`src/rtl/clcd_pkg.sv`:
```
// package: types, codes and constant tables of the lcd expander framer
`timescale 1ns / 1ps
`default_nettype none
package clcd_pkg;

	typedef enum logic [1:0] {
		KIND_POWERUP = 2'd0,
		KIND_CURSOR  = 2'd1,
		KIND_BYTE    = 2'd2,
		KIND_UNUSED  = 2'd3
	} kind_t;

	typedef enum logic {
		ST_IDLE,
		ST_EMIT
	} state_t;

	localparam logic [7:0] CMD_SET_ADDRESS = 8'h80;
	localparam logic [3:0] NIB_LAST_POWERUP = 4'd13;
	localparam logic [3:0] NIB_LAST_BYTE = 4'd1;
	localparam logic [1:0] PHASE_BASE = 2'd0;
	localparam logic [1:0] PHASE_ENABLE = 2'd1;
	localparam logic [1:0] PHASE_END = 2'd2;

	typedef struct packed {
		logic load;
		logic emit;
	} cmd_t;

	typedef struct packed {
		logic last_step;
		logic out_free;
	} status_t;

	typedef struct packed {
		logic [3:0] nib;
		logic [5:0] wait_ms;
	} init_nib_t;

	function automatic logic [7:0] line_base(input logic [1:0] row);
		logic [7:0] b;
		case (row)
			2'd0: b = 8'h00;
			2'd1: b = 8'h40;
			2'd2: b = 8'h14;
			2'd3: b = 8'h54;
			default: b = 8'h00;
		endcase
		return b;
	endfunction

	// power-up nibble stream: 3,3,3,2 then bytes 28 08 01 06 0c
	function automatic init_nib_t init_nibble(input logic [3:0] idx);
		init_nib_t r;
		case (idx)
			4'd0: r = '{nib: 4'h3, wait_ms: 6'd50};
			4'd1: r = '{nib: 4'h3, wait_ms: 6'd5};
			4'd2: r = '{nib: 4'h3, wait_ms: 6'd1};
			4'd3: r = '{nib: 4'h2, wait_ms: 6'd1};
			4'd4: r = '{nib: 4'h2, wait_ms: 6'd1};
			4'd5: r = '{nib: 4'h8, wait_ms: 6'd0};
			4'd6: r = '{nib: 4'h0, wait_ms: 6'd0};
			4'd7: r = '{nib: 4'h8, wait_ms: 6'd0};
			4'd8: r = '{nib: 4'h0, wait_ms: 6'd0};
			4'd9: r = '{nib: 4'h1, wait_ms: 6'd0};
			4'd10: r = '{nib: 4'h0, wait_ms: 6'd2};
			4'd11: r = '{nib: 4'h6, wait_ms: 6'd0};
			4'd12: r = '{nib: 4'h0, wait_ms: 6'd0};
			4'd13: r = '{nib: 4'hC, wait_ms: 6'd0};
			default: r = '{nib: 4'h0, wait_ms: 6'd0};
		endcase
		return r;
	endfunction

endpackage
`default_nettype wire

```
`src/rtl/clcd_if.sv`:
```
// channel interfaces: request, result and configuration write
`timescale 1ns / 1ps
`default_nettype none
interface clcd_req_if;
	logic       valid;
	logic       ready;
	logic [1:0] kind;
	logic [7:0] value;
	logic       register_select;
	logic [1:0] row;
	logic [5:0] column;

	modport source (output valid, kind, value, register_select, row, column, input ready);
	modport sink (input valid, kind, value, register_select, row, column, output ready);
endinterface

interface clcd_rsp_if;
	logic       valid;
	logic       ready;
	logic [7:0] bus_byte;
	logic [5:0] wait_before_ms;
	logic       transfer_end;
	logic       last;

	modport source (output valid, bus_byte, wait_before_ms, transfer_end, last, input ready);
	modport sink (input valid, bus_byte, wait_before_ms, transfer_end, last, output ready);
endinterface

interface clcd_cfg_if;
	logic valid;
	logic ready;
	logic backlight_on;

	modport source (output valid, backlight_on, input ready);
	modport sink (input valid, backlight_on, output ready);
endinterface
`default_nettype wire

```
`src/rtl/clcd_ctrl.sv`:
```
// controller: request acceptance and byte sequencing
`timescale 1ns / 1ps
`default_nettype none
module clcd_ctrl (
	input  wire logic             clk,
	input  wire logic             arst_n,
	input  wire logic             req_valid,
	input  wire logic [1:0]       req_kind,
	output logic                  req_ready,
	input  wire clcd_pkg::status_t status,
	output clcd_pkg::cmd_t        cmd
);
	import clcd_pkg::*;

	state_t state_q;
	state_t state_d;

	always_ff @(posedge clk or negedge arst_n) begin
		if (!arst_n) begin
			state_q <= ST_IDLE;
		end else begin
			state_q <= state_d;
		end
	end

	always_comb begin
		state_d = state_q;
		req_ready = 1'b0;
		cmd = '0;
		case (state_q)
			ST_IDLE: begin
				req_ready = 1'b1;
				// unused kind is taken and dropped
				if (req_valid && (req_kind != KIND_UNUSED)) begin
					cmd.load = 1'b1;
					state_d = ST_EMIT;
				end
			end
			ST_EMIT: begin
				if (status.out_free) begin
					cmd.emit = 1'b1;
					if (status.last_step) begin
						state_d = ST_IDLE;
					end
				end
			end
			default: state_d = ST_IDLE;
		endcase
	end
endmodule
`default_nettype wire

```
`src/rtl/clcd_datapath.sv`:
```
// datapath: request latch, nibble and phase counters, byte build, output register
`timescale 1ns / 1ps
`default_nettype none
module clcd_datapath (
	input  wire logic           clk,
	input  wire logic           arst_n,
	input  wire clcd_pkg::cmd_t cmd,
	output clcd_pkg::status_t   status,
	input  wire logic [1:0]     req_kind,
	input  wire logic [7:0]     req_value,
	input  wire logic           req_register_select,
	input  wire logic [1:0]     req_row,
	input  wire logic [5:0]     req_column,
	input  wire logic           cfg_we,
	input  wire logic           cfg_backlight_on,
	output logic                out_valid,
	input  wire logic           out_ready,
	output logic [7:0]          out_bus_byte,
	output logic [5:0]          out_wait_before_ms,
	output logic                out_transfer_end,
	output logic                out_last
);
	import clcd_pkg::*;

	logic       backlight_q;
	logic       pwr_q;
	logic [7:0] byte_q;
	logic       rs_q;
	logic [3:0] nib_q;
	logic [1:0] phase_q;
	logic       out_valid_q;
	logic [7:0] bus_byte_q;
	logic [5:0] wait_q;
	logic       tend_q;
	logic       last_q;

	init_nib_t  init_sel;
	logic [3:0] nib_val;
	logic [5:0] nib_wait;
	logic [3:0] nib_last;
	logic [7:0] addr;
	logic       enable_bit;

	always_comb begin
		init_sel = init_nibble(nib_q);
		if (pwr_q) begin
			nib_val = init_sel.nib;
			nib_wait = init_sel.wait_ms;
			nib_last = NIB_LAST_POWERUP;
		end else begin
			nib_val = nib_q[0] ? byte_q[3:0] : byte_q[7:4];
			nib_wait = 6'd0;
			nib_last = NIB_LAST_BYTE;
		end
		enable_bit = (phase_q == PHASE_ENABLE);
		addr = line_base(req_row) + {2'b00, req_column};
	end

	assign status.last_step = (phase_q == PHASE_END) && (nib_q == nib_last);
	assign status.out_free = !out_valid_q || out_ready;

	always_ff @(posedge clk or negedge arst_n) begin
		if (!arst_n) begin
			backlight_q <= 1'b1;
			out_valid_q <= 1'b0;
		end else begin
			if (cfg_we) begin
				backlight_q <= cfg_backlight_on;
			end
			if (cmd.emit) begin
				out_valid_q <= 1'b1;
			end else if (out_ready) begin
				out_valid_q <= 1'b0;
			end
		end
	end

	// request latch and sequence counters
	always_ff @(posedge clk) begin
		if (cmd.load) begin
			pwr_q <= (req_kind == KIND_POWERUP);
			rs_q <= (req_kind == KIND_BYTE) ? req_register_select : 1'b0;
			byte_q <= (req_kind == KIND_BYTE) ? req_value : (CMD_SET_ADDRESS | addr);
			nib_q <= '0;
			phase_q <= PHASE_BASE;
		end else if (cmd.emit) begin
			if (phase_q == PHASE_END) begin
				phase_q <= PHASE_BASE;
				nib_q <= nib_q + 4'd1;
			end else begin
				phase_q <= phase_q + 2'd1;
			end
		end
	end

	always_ff @(posedge clk) begin
		if (cmd.emit) begin
			bus_byte_q <= {nib_val, backlight_q, enable_bit, 1'b0, rs_q};
			wait_q <= (phase_q == PHASE_BASE) ? nib_wait : 6'd0;
			tend_q <= (phase_q == PHASE_END);
			last_q <= status.last_step;
		end
	end

	assign out_valid = out_valid_q;
	assign out_bus_byte = bus_byte_q;
	assign out_wait_before_ms = wait_q;
	assign out_transfer_end = tend_q;
	assign out_last = last_q;
endmodule
`default_nettype wire

```
`src/rtl/char_lcd_4bit_expander_framer_core.sv`:
```
// one result byte per cycle while the output is taken; 42 bytes for power-up, 6 otherwise
// the first byte goes through the EMIT state and then the output register
// the next request is taken in idle, entered as the last byte enters the output register
// an unused kind is taken and yields nothing
// asynchronous active-low reset: controller idle, output empty, backlight on
// top level: character lcd 4-bit expander framer
`timescale 1ns / 1ps
`default_nettype none
module char_lcd_4bit_expander_framer_core (
	input wire logic clk,
	input wire logic arst_n,
	clcd_req_if.sink   req,
	clcd_rsp_if.source rsp,
	clcd_cfg_if.sink   cfg
);
	import clcd_pkg::*;

	cmd_t    cmd;
	status_t status;

	assign cfg.ready = 1'b1;

	clcd_ctrl u_ctrl (
		.clk       (clk),
		.arst_n    (arst_n),
		.req_valid (req.valid),
		.req_kind  (req.kind),
		.req_ready (req.ready),
		.status    (status),
		.cmd       (cmd)
	);

	clcd_datapath u_dp (
		.clk                 (clk),
		.arst_n              (arst_n),
		.cmd                 (cmd),
		.status              (status),
		.req_kind            (req.kind),
		.req_value           (req.value),
		.req_register_select (req.register_select),
		.req_row             (req.row),
		.req_column          (req.column),
		.cfg_we              (cfg.valid),
		.cfg_backlight_on    (cfg.backlight_on),
		.out_valid           (rsp.valid),
		.out_ready           (rsp.ready),
		.out_bus_byte        (rsp.bus_byte),
		.out_wait_before_ms  (rsp.wait_before_ms),
		.out_transfer_end    (rsp.transfer_end),
		.out_last            (rsp.last)
	);
endmodule
`default_nettype wire

```
`src/flat_wrapper.sv`:
```
// flat-port wrapper written by rule: the top's interface ports become plain ports
module char_lcd_4bit_expander_framer_core_flat import clcd_pkg::*;
  (clk, arst_n, req_valid, req_kind, req_value, req_register_select, req_row, req_column, req_ready, rsp_valid, rsp_bus_byte, rsp_wait_before_ms, rsp_transfer_end, rsp_last, rsp_ready, cfg_valid, cfg_backlight_on, cfg_ready);
  clcd_req_if req_i ();
  clcd_rsp_if rsp_i ();
  clcd_cfg_if cfg_i ();
  input wire logic clk;
  input wire logic arst_n;
  input wire logic [$bits(req_i.valid)-1:0] req_valid;
  input wire logic [$bits(req_i.kind)-1:0] req_kind;
  input wire logic [$bits(req_i.value)-1:0] req_value;
  input wire logic [$bits(req_i.register_select)-1:0] req_register_select;
  input wire logic [$bits(req_i.row)-1:0] req_row;
  input wire logic [$bits(req_i.column)-1:0] req_column;
  output wire logic [$bits(req_i.ready)-1:0] req_ready;
  output wire logic [$bits(rsp_i.valid)-1:0] rsp_valid;
  output wire logic [$bits(rsp_i.bus_byte)-1:0] rsp_bus_byte;
  output wire logic [$bits(rsp_i.wait_before_ms)-1:0] rsp_wait_before_ms;
  output wire logic [$bits(rsp_i.transfer_end)-1:0] rsp_transfer_end;
  output wire logic [$bits(rsp_i.last)-1:0] rsp_last;
  input wire logic [$bits(rsp_i.ready)-1:0] rsp_ready;
  input wire logic [$bits(cfg_i.valid)-1:0] cfg_valid;
  input wire logic [$bits(cfg_i.backlight_on)-1:0] cfg_backlight_on;
  output wire logic [$bits(cfg_i.ready)-1:0] cfg_ready;
  assign req_i.valid = req_valid;
  assign req_i.kind = req_kind;
  assign req_i.value = req_value;
  assign req_i.register_select = req_register_select;
  assign req_i.row = req_row;
  assign req_i.column = req_column;
  assign req_ready = req_i.ready;
  assign rsp_valid = rsp_i.valid;
  assign rsp_bus_byte = rsp_i.bus_byte;
  assign rsp_wait_before_ms = rsp_i.wait_before_ms;
  assign rsp_transfer_end = rsp_i.transfer_end;
  assign rsp_last = rsp_i.last;
  assign rsp_i.ready = rsp_ready;
  assign cfg_i.valid = cfg_valid;
  assign cfg_i.backlight_on = cfg_backlight_on;
  assign cfg_ready = cfg_i.ready;
  char_lcd_4bit_expander_framer_core u_core (.clk(clk), .arst_n(arst_n), .req(req_i), .rsp(rsp_i), .cfg(cfg_i));
endmodule
```
`config.mk`:
```
export PLATFORM = sky130hd
export DESIGN_NAME = char_lcd_4bit_expander_framer_core_flat
export DESIGN_NICKNAME = d
export VERILOG_FILES = /design/src/rtl/clcd_pkg.sv /design/src/rtl/clcd_if.sv /design/src/rtl/clcd_ctrl.sv /design/src/rtl/clcd_datapath.sv /design/src/rtl/char_lcd_4bit_expander_framer_core.sv /design/src/flat_wrapper.sv
export SDC_FILE = /design/constraint.sdc
export NUM_CORES = 1
export LEC_CHECK = 0
export ABC_AREA = 1
export BUFFER_PORTS_ARGS = -buffer_cell sky130_fd_sc_hd__buf_2
export CAP_MARGIN = 20
export CORE_ASPECT_RATIO = 0.8
export CORE_MARGIN = 10
export CORE_UTILIZATION = 40
export CTS_CLUSTER_DIAMETER = 100
export DETAILED_ROUTE_END_ITERATION = 16
export PLACE_DENSITY_LB_ADDON = 0.1
export SLEW_MARGIN = 20
export SYNTH_ARGS = -nofsm -noshare
export SYNTH_HDL_FRONTEND = slang
export SYNTH_SLANG_ARGS = --single-unit
```
`constraint.sdc`:
```
create_clock -name clk -period 1.83 [get_ports clk]
set_input_delay 0.549 -clock clk [delete_from_list [all_inputs] [get_ports clk]]
set_output_delay 0.549 -clock clk [all_outputs]
set_load 0.02 [all_outputs]
```
==> out/qor.yml <==
status: "complete, no violations"
synth_seq_cells: 40
cts_setup_buffers: 0
reg2reg_slack_ns: 0.38
endpoint_kind: "output pin"
clkTransAtPathRegs_ns: 0.07
fin_cells: 312
hold_violations: 0
cts_max_level: 2
die_h_um: 82.02
antenna_found_initial: 0
via_count: 1393
synth_top_flop_cell: "edfxtp_1"
tritoncts: "done"
synth-warning-count: 0
period_needed_ns: 1.659
dp.cells: 304
final_nets: 281
drc: 0
synth_top_family_by_area: "simple AND/OR/NAND/NOR gates"
layout_commonest_cell: "nand2_1"
synthXorXnorAreaFrac_pct: 0.4554
cts.sinks: 40
die_area_um2: 7999
ctsHoldBuffers: 0
std_cell_rows: 22
initialDrtViolationCount: 52
yosys.area_share.adder_pct: 3.253
wl_um: 3752
synth_area_per_cell_um2: 9.427
synthMuxAreaShare_pct: 0.5856
rsz0062_at_grt: "false"
grt_start_max_net_pins: 13
worstPathArrival_ns: 1.11
synth_enable_flop_cells: 23
ctsResizeCount: 0
timing.fmax_mhz: 602.9
ys_seq_area_share_pct: 54.46
grt_pass1_wl_um: 6479
yosys.cell_types.count: 31
maxSlewViolCount: 0
numCtsBuffers: 5
syn_to_final_growth_pct: 18.74
hpwl_um: 2957
ant_nets: 0
num_antenna_cells: 0
fin_tns_setup_ns: 0
synth_compound_area_share_pct: 5.791
synth-simple-area-share_pct: 26.35
fp.dieW_um: 97.52
port_buffers: 40
syn_area_um2: 1923
worstPathRequired_ns: 1.28
setup_viol: 0
grt_pass1_vias: 1381
hp-class: "primary input to async pin"
cts_root_buf: "clkbuf_8"
clkLatencyLatePin_ns: 0.29
syn_inst: 204
layout_common_cells: "nand2_1, buf_2, inv_1"
fin_crit_sh_pct: 90.64
clock_path_buffers: 2
ios: 44
core_area_um2: 4624
cp_max_fo: 5
maxCapViolations: 0
grt_usage_pct: 9.760
p_per_area_nw_per_um2: 1451
start_util_pct: 41.59
gp_congestion: 0.7936
criticalPathCategory: "flop to output pin"
synth-async-reset-ratio_pct: 7.500
final_layout_size_suffix_gt1_share_pct: 32.94
fillers: 451
p_leak_uw: 0.001084
first_pass_iters: 4
vias_per_cell: 4.465
wl_per_cell_um: 12.03
cp-start-kind: "flop"
grt_overflow: 0
ir_drop_uv: 585.6
finClkSkew_ns: 0.005729
## cell families after synthesis
group	after synthesis
buffers and inverters	39
AO/OA/AOI/OAI	20
XOR/XNOR	1
other	2
multiplexers	1
flip-flops	40
AND/OR/NAND/NOR	96
adder cells (fa/ha/maj)	5
## layer usage
| layer | global-route usage (%) | wire [µm] | part of all wire, % |
|---|---|---|---|
| met2 | 14.44 | 1538 | 41 |
| met5 | 0 | 0 | 0 |
| met3 | 3.691 | 201 | 5.4 |
| met4 | 3.043 | 19 | 0.51 |
| met1 | 12.97 | 1992 | 53 |
## sequential cells by signal (all words and copies together), names as in the netlist
name and flops:
u_core.u_dp.byte_q 8, u_core.u_dp.init_sel 8, u_core.u_dp.out_bus_byte 7, u_core.u_dp.nib_q 4, u_core.u_dp.out_wait_before_ms 4, u_core.u_dp.phase_q 2, u_core.u_ctrl.state_q 1, u_core.u_dp.backlight_q 1
u_core.u_dp.out_last 1, u_core.u_dp.out_transfer_end 1, u_core.u_dp.out_valid 1, u_core.u_dp.pwr_q 1, u_core.u_dp.rs_q 1
## per-stage QoR
stage | hold WS (ns) | setup WS [ns] | util, % | power [µW] | instance area, µm²
final | 0.04223 | 0.1714 | 49.38 | 3313 | 2283
after global routing | 0.02766 | 0.1098 | 49.38 | 3602 | 2283
after CTS | 0.03014 | 0.1440 | 49.38 | 3359 | 2283
after detailed placement | 0.3505 | 0.07038 | 47.59 | 2799 | 2201
after global placement | 0.3483 | 0.08918 | 47.59 | 2801 | 2201
after floorplan | 0.2534 | 0.1604 | - | 2439 | 1927
## layout make-up
class | count | area, µm² | area share [%]
clock buffer | 5 | 68.82 | 3.014
clock inverter | 3 | 13.76 | 0.6027
inverter | 33 | 128.9 | 5.644
multi-input combinational | 126 | 711.9 | 31.18
sequential | 40 | 1047 | 45.86
tap | 60 | 75.07 | 3.288
timing repair buffer | 45 | 237.7 | 10.41
## report_power, final
| part | switching [µW] | total (µW) | internal (µW) |
|---|---|---|---|
| Sequential | 144 | 1390 | 1240 |
| Combinational | 911 | 1380 | 473 |
| Clock | 285 | 544 | 258 |
## critical path, stage by stage, from the launching register on
cell	delay, ns
dfrtp_1	0.53
inv_1	0.12
buf_2	0.18
## path summary, 6_finish.rpt
check,from,to,depth (start not counted)
max,u_core.u_ctrl.state_q,req_ready,2
min,arst_n,u_core.u_dp.out_valid,1
max reg2reg,u_core.u_dp.nib_q[1],u_core.u_dp.init_sel[6],8
min reg2reg,u_core.u_dp.rs_q,u_core.u_dp.out_bus_byte[0],0
max in group asynchronous,arst_n,u_core.u_dp.backlight_q,1
min in group clk,u_core.u_dp.rs_q,u_core.u_dp.out_bus_byte[0],0
## Yosys cell counts, types with 2 or more instances
master	number	area [µm²]
nand2_1	47	176.4
inv_1	27	101.4
edfxtp_1	23	690.7
nor2_1	16	60.06
dfxtp_1	14	280.3
a21oi_1	10	50.05
nand2_2	7	43.79
nand3_1	7	35.03
o21ai_0	6	30.03
ha_1	5	62.56
buf_4	4	30.03
inv_2	4	15.01
nand3_4	4	70.07
nand4_1	4	25.02
nor2_2	4	25.02
conb_1	2	7.510
dfrtp_1	2	50.05
inv_4	2	12.51
nand2_4	2	22.52
nor2_4	2	22.52
o31ai_1	2	15.01
No activity file was read; power rests on OpenSTA's default activity.
